[src/hw/rtl/srrp_pkg.sv]
package srrp_pkg;

    localparam int VALUE_BITS  = 31;
    localparam int MAC_BITS    = VALUE_BITS + 5;
    localparam int BOUND_BITS  = 32;
    localparam int QUEUE_DEPTH = 2;
    localparam int QPTR_BITS   = (QUEUE_DEPTH > 1) ? $clog2(QUEUE_DEPTH) : 1;
    localparam int QCNT_BITS   = $clog2(QUEUE_DEPTH + 1);

    localparam logic [MAC_BITS-1:0] VALUE_LIMIT = MAC_BITS'((64'd1 << VALUE_BITS) - 64'd1);

    localparam logic [7:0] CHAR_UPPER_A = 8'h41;
    localparam logic [7:0] CHAR_UPPER_Z = 8'h5A;
    localparam logic [7:0] CHAR_LOWER_A = 8'h61;
    localparam logic [7:0] CHAR_LOWER_Z = 8'h7A;
    localparam logic [7:0] CHAR_ZERO    = 8'h30;
    localparam logic [7:0] CHAR_NINE    = 8'h39;
    localparam logic [7:0] CHAR_COLON   = 8'h3A;

    typedef struct packed {
        logic       letter;
        logic       digit;
        logic       colon;
        logic [4:0] weight;
        logic       last;
    } srrp_tok_t;

endpackage

[src/hw/rtl/srrp_text_if.sv]
interface srrp_text_if;
    logic       valid;
    logic       ready;
    logic [7:0] char_code;
    logic       last_char;

    modport source (output valid, output char_code, output last_char, input ready);
    modport sink (input valid, input char_code, input last_char, output ready);
    modport monitor (input valid, input char_code, input last_char, input ready);
endinterface

[src/hw/rtl/srrp_bounds_if.sv]
interface srrp_bounds_if;
    logic               valid;
    logic               ready;
    logic               ok;
    logic signed [31:0] col_first;
    logic signed [31:0] col_last;
    logic signed [31:0] row_first;
    logic signed [31:0] row_last;

    modport source (
        output valid, output ok, output col_first, output col_last,
        output row_first, output row_last, input ready
    );
    modport sink (
        input valid, input ok, input col_first, input col_last,
        input row_first, input row_last, output ready
    );
    modport monitor (
        input valid, input ok, input col_first, input col_last,
        input row_first, input row_last, input ready
    );
endinterface

[src/hw/rtl/srrp_front.sv]
module srrp_front
    import srrp_pkg::*;
(
    srrp_text_if.sink  text,
    output srrp_tok_t  tok,
    output logic       tok_valid,
    input  logic       tok_ready
);

    logic [7:0] c;
    logic       is_upper;
    logic       is_lower;

    assign c        = text.char_code;
    assign is_upper = (c >= CHAR_UPPER_A) && (c <= CHAR_UPPER_Z);
    assign is_lower = (c >= CHAR_LOWER_A) && (c <= CHAR_LOWER_Z);

    always_comb
    begin
        tok.letter = is_upper || is_lower;
        tok.digit  = (c >= CHAR_ZERO) && (c <= CHAR_NINE);
        tok.colon  = (c == CHAR_COLON);
        tok.last   = text.last_char;
        // letters weigh 1..26 from their low bits, digits 0..9
        if (is_upper || is_lower)
        begin
            tok.weight = c[4:0];
        end
        else
        begin
            tok.weight = {1'b0, c[3:0]};
        end
    end

    assign tok_valid  = text.valid;
    assign text.ready = tok_ready;

endmodule

[src/hw/rtl/srrp_queue.sv]
module srrp_queue
    import srrp_pkg::*;
(
    input  logic      clk,
    input  logic      rst_n,
    input  srrp_tok_t push_tok,
    input  logic      push_valid,
    output logic      push_ready,
    output srrp_tok_t pop_tok,
    output logic      pop_valid,
    input  logic      pop_ready
);

    srrp_tok_t              mem [QUEUE_DEPTH];
    logic [QPTR_BITS-1:0]   wr_ptr_reg;
    logic [QPTR_BITS-1:0]   wr_ptr_next;
    logic [QPTR_BITS-1:0]   rd_ptr_reg;
    logic [QPTR_BITS-1:0]   rd_ptr_next;
    logic [QCNT_BITS-1:0]   count_reg;
    logic [QCNT_BITS-1:0]   count_next;
    logic                   push;
    logic                   pop;

    assign push_ready = (count_reg != QCNT_BITS'(QUEUE_DEPTH));
    assign pop_valid  = (count_reg != '0);
    assign pop_tok    = mem[rd_ptr_reg];
    assign push       = push_valid && push_ready;
    assign pop        = pop_valid && pop_ready;

    always_comb
    begin
        wr_ptr_next = wr_ptr_reg;
        rd_ptr_next = rd_ptr_reg;
        count_next  = count_reg;
        if (push)
        begin
            wr_ptr_next = (wr_ptr_reg == QPTR_BITS'(QUEUE_DEPTH - 1)) ? '0
                          : wr_ptr_reg + QPTR_BITS'(1);
        end
        if (pop)
        begin
            rd_ptr_next = (rd_ptr_reg == QPTR_BITS'(QUEUE_DEPTH - 1)) ? '0
                          : rd_ptr_reg + QPTR_BITS'(1);
        end
        if (push && !pop)
        begin
            count_next = count_reg + QCNT_BITS'(1);
        end
        else if (pop && !push)
        begin
            count_next = count_reg - QCNT_BITS'(1);
        end
    end

    always_ff @(posedge clk)
    begin
        if (push)
        begin
            mem[wr_ptr_reg] <= push_tok;
        end
    end

    always_ff @(posedge clk or negedge rst_n)
    begin
        if (!rst_n)
        begin
            wr_ptr_reg <= '0;
            rd_ptr_reg <= '0;
            count_reg  <= '0;
        end
        else
        begin
            wr_ptr_reg <= wr_ptr_next;
            rd_ptr_reg <= rd_ptr_next;
            count_reg  <= count_next;
        end
    end

endmodule

[src/hw/rtl/srrp_back.sv]
module srrp_back
    import srrp_pkg::*;
(
    input  logic           clk,
    input  logic           rst_n,
    input  srrp_tok_t      tok,
    input  logic           tok_valid,
    output logic           tok_ready,
    srrp_bounds_if.source  bounds
);

    typedef enum logic [2:0] {
        PH_START,
        PH_COL1,
        PH_ROW1,
        PH_COLON,
        PH_COL2,
        PH_ROW2
    } phase_t;

    phase_t                  phase_reg;
    phase_t                  phase_next;
    logic [VALUE_BITS-1:0]   fc_reg;
    logic [VALUE_BITS-1:0]   fc_next;
    logic [VALUE_BITS-1:0]   fr_reg;
    logic [VALUE_BITS-1:0]   fr_next;
    logic [VALUE_BITS-1:0]   sc_reg;
    logic [VALUE_BITS-1:0]   sc_next;
    logic [VALUE_BITS-1:0]   sr_reg;
    logic [VALUE_BITS-1:0]   sr_next;
    logic                    scg_reg;
    logic                    scg_next;
    logic                    srg_reg;
    logic                    srg_next;
    logic                    err_reg;
    logic                    err_next;

    logic                    res_valid_reg;
    logic                    res_ok_reg;
    logic [VALUE_BITS-1:0]   res_fc_reg;
    logic [VALUE_BITS-1:0]   res_fr_reg;
    logic [VALUE_BITS-1:0]   res_sc_reg;
    logic [VALUE_BITS-1:0]   res_sr_reg;
    logic                    res_scg_reg;
    logic                    res_srg_reg;

    logic                    second_part;
    logic [VALUE_BITS-1:0]   acc;
    logic [MAC_BITS-1:0]     acc_wide;
    logic [MAC_BITS-1:0]     mac;
    logic                    ovf;
    logic [VALUE_BITS-1:0]   mac_val;
    logic                    take;
    logic                    ok_next;
    logic [BOUND_BITS-1:0]   c0;
    logic [BOUND_BITS-1:0]   c1;
    logic [BOUND_BITS-1:0]   r0;
    logic [BOUND_BITS-1:0]   r1;

    function automatic logic [BOUND_BITS-1:0] to_bound(input logic [VALUE_BITS-1:0] v);
        logic [63:0] w;
        w = 64'(v) - 64'd1;
        return w[BOUND_BITS-1:0];
    endfunction

    assign tok_ready = !tok.last || !res_valid_reg || bounds.ready;
    assign take      = tok_valid && tok_ready;

    assign second_part = (phase_reg == PH_COLON) || (phase_reg == PH_COL2)
                         || (phase_reg == PH_ROW2);

    always_comb
    begin
        if (second_part)
        begin
            acc = tok.digit ? sr_reg : sc_reg;
        end
        else
        begin
            acc = tok.digit ? fr_reg : fc_reg;
        end
        acc_wide = MAC_BITS'(acc);
        // times 26 for letters, times 10 for digits
        if (tok.letter)
        begin
            mac = (acc_wide << 4) + (acc_wide << 3) + (acc_wide << 1) + MAC_BITS'(tok.weight);
        end
        else
        begin
            mac = (acc_wide << 3) + (acc_wide << 1) + MAC_BITS'(tok.weight);
        end
        ovf     = (tok.letter || tok.digit) && (mac > VALUE_LIMIT);
        mac_val = mac[VALUE_BITS-1:0];
    end

    always_comb
    begin
        phase_next = phase_reg;
        fc_next    = fc_reg;
        fr_next    = fr_reg;
        sc_next    = sc_reg;
        sr_next    = sr_reg;
        scg_next   = scg_reg;
        srg_next   = srg_reg;
        err_next   = err_reg || ovf;
        if (!err_reg)
        begin
            unique case (phase_reg)
                PH_START, PH_COL1:
                begin
                    if (tok.letter)
                    begin
                        if (!ovf) fc_next = mac_val;
                        phase_next = PH_COL1;
                    end
                    else if (tok.digit)
                    begin
                        if (!ovf) fr_next = mac_val;
                        phase_next = PH_ROW1;
                    end
                    else if (tok.colon && (phase_reg == PH_COL1))
                    begin
                        phase_next = PH_COLON;
                    end
                    else
                    begin
                        err_next = 1'b1;
                    end
                end
                PH_ROW1:
                begin
                    if (tok.digit)
                    begin
                        if (!ovf) fr_next = mac_val;
                    end
                    else if (tok.colon)
                    begin
                        err_next   = (fr_reg == '0);
                        phase_next = PH_COLON;
                    end
                    else
                    begin
                        err_next = 1'b1;
                    end
                end
                PH_COLON, PH_COL2:
                begin
                    if (tok.letter)
                    begin
                        if (!ovf) sc_next = mac_val;
                        scg_next   = 1'b1;
                        phase_next = PH_COL2;
                    end
                    else if (tok.digit)
                    begin
                        if (!ovf) sr_next = mac_val;
                        srg_next   = 1'b1;
                        phase_next = PH_ROW2;
                    end
                    else
                    begin
                        err_next = 1'b1;
                    end
                end
                PH_ROW2:
                begin
                    if (tok.digit)
                    begin
                        if (!ovf) sr_next = mac_val;
                    end
                    else
                    begin
                        err_next = 1'b1;
                    end
                end
                default:
                begin
                    err_next = 1'b1;
                end
            endcase
        end
        else
        begin
            err_next = 1'b1;
        end
        ok_next = !err_next && !((phase_next == PH_ROW1) && (fr_next == '0))
                  && !(srg_next && (sr_next == '0));
    end

    always_ff @(posedge clk or negedge rst_n)
    begin
        if (!rst_n)
        begin
            phase_reg     <= PH_START;
            fc_reg        <= '0;
            fr_reg        <= '0;
            sc_reg        <= '0;
            sr_reg        <= '0;
            scg_reg       <= 1'b0;
            srg_reg       <= 1'b0;
            err_reg       <= 1'b0;
            res_valid_reg <= 1'b0;
            res_ok_reg    <= 1'b0;
            res_fc_reg    <= '0;
            res_fr_reg    <= '0;
            res_sc_reg    <= '0;
            res_sr_reg    <= '0;
            res_scg_reg   <= 1'b0;
            res_srg_reg   <= 1'b0;
        end
        else
        begin
            if (res_valid_reg && bounds.ready)
            begin
                res_valid_reg <= 1'b0;
            end
            if (take)
            begin
                if (tok.last)
                begin
                    // latch the finished reference, then start afresh
                    res_valid_reg <= 1'b1;
                    res_ok_reg    <= ok_next;
                    res_fc_reg    <= fc_next;
                    res_fr_reg    <= fr_next;
                    res_sc_reg    <= sc_next;
                    res_sr_reg    <= sr_next;
                    res_scg_reg   <= scg_next;
                    res_srg_reg   <= srg_next;
                    phase_reg     <= PH_START;
                    fc_reg        <= '0;
                    fr_reg        <= '0;
                    sc_reg        <= '0;
                    sr_reg        <= '0;
                    scg_reg       <= 1'b0;
                    srg_reg       <= 1'b0;
                    err_reg       <= 1'b0;
                end
                else
                begin
                    phase_reg <= phase_next;
                    fc_reg    <= fc_next;
                    fr_reg    <= fr_next;
                    sc_reg    <= sc_next;
                    sr_reg    <= sr_next;
                    scg_reg   <= scg_next;
                    srg_reg   <= srg_next;
                    err_reg   <= err_next;
                end
            end
        end
    end

    always_comb
    begin
        c0 = to_bound(res_fc_reg);
        r0 = to_bound(res_fr_reg);
        c1 = res_scg_reg ? to_bound(res_sc_reg) : c0;
        r1 = res_srg_reg ? to_bound(res_sr_reg) : r0;
    end

    assign bounds.valid     = res_valid_reg;
    assign bounds.ok        = res_ok_reg;
    assign bounds.col_first = res_ok_reg ? signed'(c0) : '0;
    assign bounds.col_last  = res_ok_reg ? signed'(c1) : '0;
    assign bounds.row_first = res_ok_reg ? signed'(r0) : '0;
    assign bounds.row_last  = res_ok_reg ? signed'(r1) : '0;

endmodule

[src/hw/rtl/spreadsheet_range_reference_parser.sv]
// channel  role    modport  payload
// text     input   sink     char_code[7:0], last_char
// bounds   output  source   ok, col_first, col_last, row_first, row_last (32-bit signed)
//
// One byte a cycle while text.ready holds; a last byte is queued, then latched as a result.
// The back end does one multiply-accumulate per byte; a two-word queue sits before it.
// text.ready drops only while the queue is full, which the back end causes only when
// a last byte waits behind an untaken result.
// rst_n clears the parse state, the queue and the result register asynchronously.
module spreadsheet_range_reference_parser
    import srrp_pkg::*;
(
    input logic           clk,
    input logic           rst_n,
    srrp_text_if.sink     text,
    srrp_bounds_if.source bounds
);

    srrp_tok_t front_tok;
    logic      front_valid;
    logic      front_ready;
    srrp_tok_t back_tok;
    logic      back_valid;
    logic      back_ready;

    srrp_front u_front (
        .text      (text),
        .tok       (front_tok),
        .tok_valid (front_valid),
        .tok_ready (front_ready)
    );

    srrp_queue u_queue (
        .clk        (clk),
        .rst_n      (rst_n),
        .push_tok   (front_tok),
        .push_valid (front_valid),
        .push_ready (front_ready),
        .pop_tok    (back_tok),
        .pop_valid  (back_valid),
        .pop_ready  (back_ready)
    );

    srrp_back u_back (
        .clk       (clk),
        .rst_n     (rst_n),
        .tok       (back_tok),
        .tok_valid (back_valid),
        .tok_ready (back_ready),
        .bounds    (bounds)
    );

endmodule

[src/flat_wrapper.sv]
// flat-port wrapper written by rule: the top's interface ports become plain ports
module spreadsheet_range_reference_parser_flat import srrp_pkg::*;
  (clk, rst_n, text_valid, text_char_code, text_last_char, text_ready, bounds_valid, bounds_ok, bounds_col_first, bounds_col_last, bounds_row_first, bounds_row_last, bounds_ready);
  srrp_text_if text_i ();
  srrp_bounds_if bounds_i ();
  input logic clk;
  input logic rst_n;
  input wire logic [$bits(text_i.valid)-1:0] text_valid;
  input wire logic [$bits(text_i.char_code)-1:0] text_char_code;
  input wire logic [$bits(text_i.last_char)-1:0] text_last_char;
  output wire logic [$bits(text_i.ready)-1:0] text_ready;
  output wire logic [$bits(bounds_i.valid)-1:0] bounds_valid;
  output wire logic [$bits(bounds_i.ok)-1:0] bounds_ok;
  output wire logic [$bits(bounds_i.col_first)-1:0] bounds_col_first;
  output wire logic [$bits(bounds_i.col_last)-1:0] bounds_col_last;
  output wire logic [$bits(bounds_i.row_first)-1:0] bounds_row_first;
  output wire logic [$bits(bounds_i.row_last)-1:0] bounds_row_last;
  input wire logic [$bits(bounds_i.ready)-1:0] bounds_ready;
  assign text_i.valid = text_valid;
  assign text_i.char_code = text_char_code;
  assign text_i.last_char = text_last_char;
  assign text_ready = text_i.ready;
  assign bounds_valid = bounds_i.valid;
  assign bounds_ok = bounds_i.ok;
  assign bounds_col_first = bounds_i.col_first;
  assign bounds_col_last = bounds_i.col_last;
  assign bounds_row_first = bounds_i.row_first;
  assign bounds_row_last = bounds_i.row_last;
  assign bounds_i.ready = bounds_ready;
  spreadsheet_range_reference_parser u_core (.clk(clk), .rst_n(rst_n), .text(text_i), .bounds(bounds_i));
endmodule
[config.mk]
export PLATFORM = sky130hd
export DESIGN_NAME = spreadsheet_range_reference_parser_flat
export DESIGN_NICKNAME = d
export VERILOG_FILES = /design/src/hw/rtl/srrp_pkg.sv /design/src/hw/rtl/srrp_text_if.sv /design/src/hw/rtl/srrp_bounds_if.sv /design/src/hw/rtl/srrp_front.sv /design/src/hw/rtl/srrp_queue.sv /design/src/hw/rtl/srrp_back.sv /design/src/hw/rtl/spreadsheet_range_reference_parser.sv /design/src/flat_wrapper.sv
export SDC_FILE = /design/constraint.sdc
export NUM_CORES = 1
export LEC_CHECK = 0
export ABC_AREA = 1
export BUFFER_PORTS_ARGS = -buffer_cell sky130_fd_sc_hd__buf_2
export CAP_MARGIN = 30
export CORE_MARGIN = 1
export CORE_UTILIZATION = 24
export DETAILED_ROUTE_END_ITERATION = 10
export GPL_TIMING_DRIVEN = 0
export PLACE_DENSITY = 0.38
export SYNTH_ARGS = -nofsm -noshare
export SYNTH_HDL_FRONTEND = slang
export SYNTH_SLANG_ARGS = --single-unit
[constraint.sdc]
create_clock -name clk -period 11.3 [get_ports clk]
set_input_delay 1.13 -clock clk [delete_from_list [all_inputs] [get_ports clk]]
set_output_delay 1.13 -clock clk [all_outputs]
set_load 0.1 [all_outputs]
== Word-level counts from Yosys, hierarchy flattened ==
Memories as Yosys holds them, arrays and structs flattened.
Index checks and enable logic that the tools add are counted.

* Bits in read-only memories: 0
* Bits in writable memories: 18
* Input port bits: 13
* Bits in latches: 0
* Register bits: 262
* Word-level logic and storage cells: 156
* Output and inout port bits: 131
* Memories: 1

{| class="wikitable"
|+ Memory list
! name !! depth !! bits a word !! rd ports !! clocked after Yosys merged registers in !! write ports !! line !! source
|-
| u_core.u_queue.mem || 2 || 9 || 1 || 0 || 1 || srrp_queue.sv:14 || <nowiki>srrp_tok_t mem [QUEUE_DEPTH];</nowiki>
|}

* Mux-type cells: 71
* Multipliers: 0
* Order comparisons: 7
* Eq/ne operators: 8
* Div/mod/pow operators: 0
* Bitwise gates (word level): 0
* Shifts and indexed selects: 0
* $add $sub $neg: 13
* Reductions and logical operators: 37

{| class="wikitable"
|+ Operators with widths
! operator !! count
|-
| two-way mux 31 bit || 23
|-
| two-way mux 32 bit || 6
|-
| subtractor 31 x 1 -> 32 bit, second input constant || 4
|-
| one-hot mux 31 bit (2 select lines) || 2
|-
| logical NOT 31 bit || 3
|-
| adder 35 x 34 -> 36 bit || 1
|-
| adder 35 x 5 -> 36 bit || 1
|-
| adder 36 x 32 -> 36 bit || 1
|-
| adder 36 x 5 -> 36 bit || 1
|-
| > comparator 36 x 31 -> 1 bit, second input constant || 1
|-
| two-way mux 36 bit || 1
|-
| adder 34 x 32 -> 35 bit || 1
|-
| two-way mux 3 bit || 9
|-
| two-way mux 1 bit || 25
|-
| greater-or-equal comparator 8 x 7 -> 1 bit, second input constant || 2
|-
| <= comparator 8 x 7 -> 1 bit, second input constant || 2
|-
| logical AND 1 bit || 14
|-
| == test 3 x 2 -> 1 bit, second input constant || 3
|-
| one-hot mux 3 bit (3 select lines) || 1
|-
| == test 8 x 6 -> 1 bit, second input constant || 1
|-
| greater-or-equal comparator 8 x 6 -> 1 bit, second input constant || 1
|-
| <= comparator 8 x 6 -> 1 bit, second input constant || 1
|-
| logical NOT 1 bit || 7
|-
| logical OR 1 bit || 7
|-
| other kinds (13) || 18
|}

== Longest topological paths before layout ==
* Depth in word-level cells: 20
* Mapped depth: 46
* Gate-level depth less buffers: 44

== Hierarchy ==
From an unflattened synthesis, not the netlist that was laid out.

* Cells, all modules: 3,784
* Area, all modules: 24,586.1 um2

{| class="wikitable"
|+ By module, submodules not included
! module !! cells each !! area each (um2) !! seq. area each (um2) !! times used
|-
| srrp_back || 3,679 || 23,546.3 || 6,456.2 || 1
|-
| srrp_queue || 75 || 892.1 || 640.6 || 1
|-
| srrp_front || 30 || 147.6 || 0.0 || 1
|}

== Worst setup path after synthesis ==
No wires, ideal clock.

* Path type: reg-to-output
* From: register u_core.u_back.res_fr_reg[2]
* To: output port bounds_row_last[31]
* Path buffers: 0
* Path slack: 2.863 ns
* Required time: 10.170 ns
* Arrival time: 7.307 ns
* Stages on the path, launching flop included: 18
* Cell sequence: dfrtp_1 -> nor2_1 -> nand2_1 -> nor3_1 -> inv_1 -> nor2_1 -> inv_1 -> nor4_1 -> nand3_1 -> nor3_1 -> inv_1 -> nor3_1 -> inv_1 -> nor3_1 -> nand2_1 -> nor4_1 -> nor2_1 -> nor3_1

* Word-level cells in the longest chain between the ends: 3

{| class="wikitable"
|+ Ends and longest elaborated chain
! item !! line !! source
|-
| start, declared || srrp_back.sv:41 || <nowiki>logic [VALUE_BITS-1:0] res_fr_reg;</nowiki>
|-
| start signal, assigned || srrp_back.sv:225 || <nowiki>res_fr_reg <= fr_next;</nowiki>
|-
| subtractor 31 x 1 -> 32 bit || srrp_back.sv:62 || <nowiki>w = 64'(v) - 64'd1;</nowiki>
|-
| two-way mux 32 bit || srrp_back.sv:259 || <nowiki>r1 = res_srg_reg ? to_bound(res_sr_reg) : r0;</nowiki>
|-
| two-way mux 32 bit || srrp_back.sv:267 || <nowiki>assign bounds.row_last = res_ok_reg ? signed'(r1) : '0;</nowiki>
|-
| end, declared || flat_wrapper.sv:17 || <nowiki>output wire logic [$bits(bounds_i.row_last)-1:0] bounds_row_last;</nowiki>
|}

No other way between the ends.

== Worst setup path after layout ==
* From: register u_core.u_queue.rd_ptr_reg
* To: register u_core.u_back.res_ok_reg, in the netlist u_core.u_back.bounds.ok

* Word-level cells in the longest chain between the ends: 19
* Elaborated cells between the ends (all ways): 62
* Classes of those cells: add/sub (5); order compare (1); eq/ne (1); mux (36); reduce/logical (18); memory (1)

{| class="wikitable"
|+ Ends and longest elaborated chain
! item !! line !! source
|-
| start, declared || srrp_queue.sv:17 || <nowiki>logic [QPTR_BITS-1:0] rd_ptr_reg;</nowiki>
|-
| start signal, assigned || srrp_queue.sv:74 || <nowiki>rd_ptr_reg <= rd_ptr_next;</nowiki>
|-
| memory read (2 x 9 bit) * || -- ||
|-
| two-way mux 31 bit, on equally long branches || srrp_back.sv:80, srrp_back.sv:76 ||
|-
| two-way mux 31 bit || srrp_back.sv:74 || <nowiki>if (second_part)</nowiki>
|-
| adder 35 x 34 -> 36 bit || srrp_back.sv:86 || <nowiki>mac = (acc_wide << 4) + (acc_wide << 3) + (acc_wide << 1) + MAC_BITS'(tok.weight);</nowiki>
|-
| adder 36 x 32 -> 36 bit || srrp_back.sv:86 ||
|-
| adder 36 x 5 -> 36 bit || srrp_back.sv:86 ||
|-
| two-way mux 36 bit || srrp_back.sv:84 || <nowiki>if (tok.letter)</nowiki>
|-
| > comparator 36 x 31 -> 1 bit || srrp_back.sv:92 || <nowiki>ovf = (tok.letter || tok.digit) && (mac > VALUE_LIMIT);</nowiki>
|-
| [... 3 more ...] || -- ||
|-
| two-way mux 31 bit || srrp_back.sv:111 || <nowiki>if (tok.letter)</nowiki>
|-
| one-hot mux 31 bit (2 select lines) || srrp_back.sv:108 || <nowiki>unique case (phase_reg)</nowiki>
|-
| two-way mux 31 bit || srrp_back.sv:106 || <nowiki>if (!err_reg)</nowiki>
|-
| logical NOT 31 bit || srrp_back.sv:186 || <nowiki>ok_next = !err_next && !((phase_next == PH_ROW1) && (fr_next == '0))</nowiki>
|-
| logical AND 1 bit || srrp_back.sv:186 ||
|-
| logical NOT 1 bit || srrp_back.sv:186 ||
|-
| logical AND 1 bit || srrp_back.sv:186 ||
|-
| logical AND 1 bit || srrp_back.sv:187 || <nowiki>&& !(srg_next && (sr_next == '0));</nowiki>
|-
| end signal, assigned || srrp_back.sv:223 || <nowiki>res_ok_reg <= ok_next;</nowiki>
|-
| end, declared || srrp_back.sv:39 || <nowiki>logic res_ok_reg;</nowiki>
|}

Mark *: on every way between the ends. The rest lies on a longest branch, timed or not.
A chain may end at the register's enable or synchronous reset.

==> flow_summary.toml <==
[grt]
grt_pass1_wl_um = 168000
grt_max_degree = 95
grt_overflow = 0
grt_use_total = 0.229
first_global_vias = 24100
antenna_found_initial = 6

[setup_path]
path_max_fanout = 10
r2r-start = "u_core.u_queue.rd_ptr_reg$_DFFE_PN0P_"
setup.worst_path.start = "u_core.u_queue.rd_ptr_reg$_DFFE_PN0P_"
reg2reg_to = "u_core.u_back.bounds.ok$_DFFE_PN0P_"
worst-endpoint-required_ns = 11.74
cp_slowest_cell = "a21boi_1"
cp.depth = 40
end_kind = "register"
timing.setup.critical_path_class = "reg2reg"
path_delay_family = "simple AND/OR/NAND/NOR gates"
crit_end = "u_core.u_back.bounds.ok$_DFFE_PN0P_"
cp-start-kind = "register"
max_stage_delay_ns = 0.71
rrSetupSlack_ns = 2.44
r2r_cells = 40
path_buf_inv = 9
crit_top_cell = "nand2_1"
arrival_ns = 9.30

[cts]
cts_resized = 0
cts_tree = "built"
clock-sinks = 280
cts.hold.buffers_added = 0
cts.path.max_buffers = 3
cts_buffers = 39
path_clk_slew_ns = 0.06
clk_latency_ns = 0.57
post_cts_buffers = 0
cts_root_buf = "clkbuf_16"
htree_num_levels = 2

[place]
place_hpwl_um = 95400
postPlaceCellArea_um2 = 26300
placed_cells = 4943
routabilityCongestion = 0.938
port_buffers = 143

[yosys]
syn_area_um2 = 23700
yosys_register_bits = 280
synth_ff_type = "dfrtp_1"
synthArstFlopShare = 0.936
synth_area_per_cell_um2 = 6.79
synth_cells = 3491
synthDistinctLibCells = 64
yosys_warnings = 0
synth_fp_nets = 3665
synth_edf_count = 18
synth-seq-area-share = 0.299

[timing]
period_share = 0.784
setup_tns_ns = 0
max_freq_ghz = 0.113
slew_violations = 0
rsz0062_at_grt = "false"
finalSetupViolations = 0
hold_ws_ns = 0.492
clock-skew-final_ns = 0.0239
tightest_slew_ns = 1.05
slew_headroom = 0.292
min_period_ns = 8.86
hold_violations = 0

[flow_run]
cap_violations = 0

[final_layout]
drive_gt1_frac = 0.0867
area_growth_pct = 16.3
fin_nets = 3882
final.fill_count = 11000
finalNonFillerCells = 5014
design_area_um2 = 27600

[floorplan]
io-pin-count = 144
placementRows = 114
die_area_um2 = 100000
die_w_um = 316
chipHeight_um = 316
initial_utilization = 0.244
core_area_um2 = 97300

[worst_hold_path]
min_path_type = "reg2reg"
min_path_cells = 2

[routing]
drt_first_pass_iters = 5
routed_wl_um = 117000
num_vias = 25100
drt-wirelength-per-cell_um = 23.3
drc_errors = 0
avgViaCountPerCell = 5.00
drt_iter0_markers = 2108
ant_nets = 0

[outcome]
status = "complete, no violations"
how the worst min path moves through the flow:
stage,start,slack (ns),to
2_1_floorplan,u_core.u_back.res_fc_reg[30]$_DFFE_PN0P_,0.45,u_core.u_back.res_fc_reg[30]$_DFFE_PN0P_
3_3_place_gp,u_core.u_back.res_sr_reg[22]$_DFFE_PN0P_,0.48,u_core.u_back.res_sr_reg[22]$_DFFE_PN0P_
3_5_place_dp,u_core.u_back.res_sr_reg[22]$_DFFE_PN0P_,0.48,u_core.u_back.res_sr_reg[22]$_DFFE_PN0P_
4_1_cts,u_core.u_back.res_sr_reg[22]$_DFFE_PN0P_,0.50,u_core.u_back.res_sr_reg[22]$_DFFE_PN0P_
5_1_grt,u_core.u_queue.count_reg[1]$_DFFE_PN0P_,0.51,u_core.u_queue.count_reg[1]$_DFFE_PN0P_
6_report,u_core.u_back.res_sr_reg[22]$_DFFE_PN0P_,0.49,u_core.u_back.res_sr_reg[22]$_DFFE_PN0P_
metal layers:
| metal | global-route usage | routed length, µm | vias to the layer above |
|---|---|---|---|
| met4 | 0.0862 | 4790 | 4 |
| li1 | - | - | 12200 |
| met1 | 0.323 | 55200 | 12000 |
| met3 | 0.0227 | 5100 | 155 |
| met5 | 0 | 21 | - |
| met2 | 0.360 | 51500 | 685 |
Yosys cell counts (44+ instances only):
library cell    n  area share
clkbuf_1      148       0.023
o21ai_0       409       0.086
a21oi_1       199       0.042
nand2_1       710        0.11
inv_1         393       0.062
dfrtp_1       262        0.28
nand3_1       202       0.043
nand4_1        59       0.016
xor2_1         47       0.017
nor2_1        410       0.065
o22ai_1       101       0.027
nor3_1         44      0.0093
ha_1          132       0.070
cells in the final DEF, fill, tap and decap left out, types with 8 or more instances in the layout:
cell type	count
buf_4	14
a21oi_1	199
buf_2	165
fa_1	29
nand3_1	202
o21a_1	15
dfrtp_1	262
o211ai_1	33
ha_1	132
clkbuf_16	40
o21ai_1	9
a21boi_1	18
xnor2_1	26
o21ai_0	406
nand2_1	710
a21oi_2	8
xor2_1	47
edfxtp_1	18
nand2_2	17
a21boi_0	10
inv_1	393
a211oi_1	24
a21o_1	9
o22ai_1	101
or2_2	23
clkbuf_1	160
nor2_1	410
nor3_1	44
nor4_1	22
nand4_1	59
a31oi_1	21
logic make-up (layout without fill, tap and decap cells):
family	Yosys count	count (layout)	share of synthesized area
other	0	1	0
AOI/OAI and AO/OA	899	899	0.217
adders and majority gates	161	161	0.0941
buffers and inverters	568	814	0.0926
muxes	2	2	0.000844
DFF	280	280	0.299
and+or+nand+nor	1508	1508	0.269
xor gates and xnor gates	73	73	0.0270
cell type report:
cell class                 instances  area (µm²)  area share
antenna                            1        2.50   0.0000908
buffer                           168         694      0.0252
clock buffer                      56        1100      0.0399
clock inverter                    14         149     0.00540
inverter                         400        1500      0.0545
multi-input combinational       2643       14400       0.523
sequential                       280        7100       0.257
tap                             1276        1600      0.0579
timing repair buffer             176        1010      0.0367
worst min-delay path, cell delays in order, from the launching register on:
cell and delay (ns):
dfrtp_1 0.35, nand2_1 0.05, o21ai_0 0.06
per-stage QoR:
step | setup slack (ns) | util
global placement | 2.08 | 0.268
floorplan | 2.86 | -
CTS | 2.53 | 0.283
finish | 2.44 | 0.283
global route | 1.94 | 0.283
detailed placement | 2.57 | 0.271
Power is not shown: default switching activity piles up to over one toggle a cycle in this logic, so the estimate is an artifact.
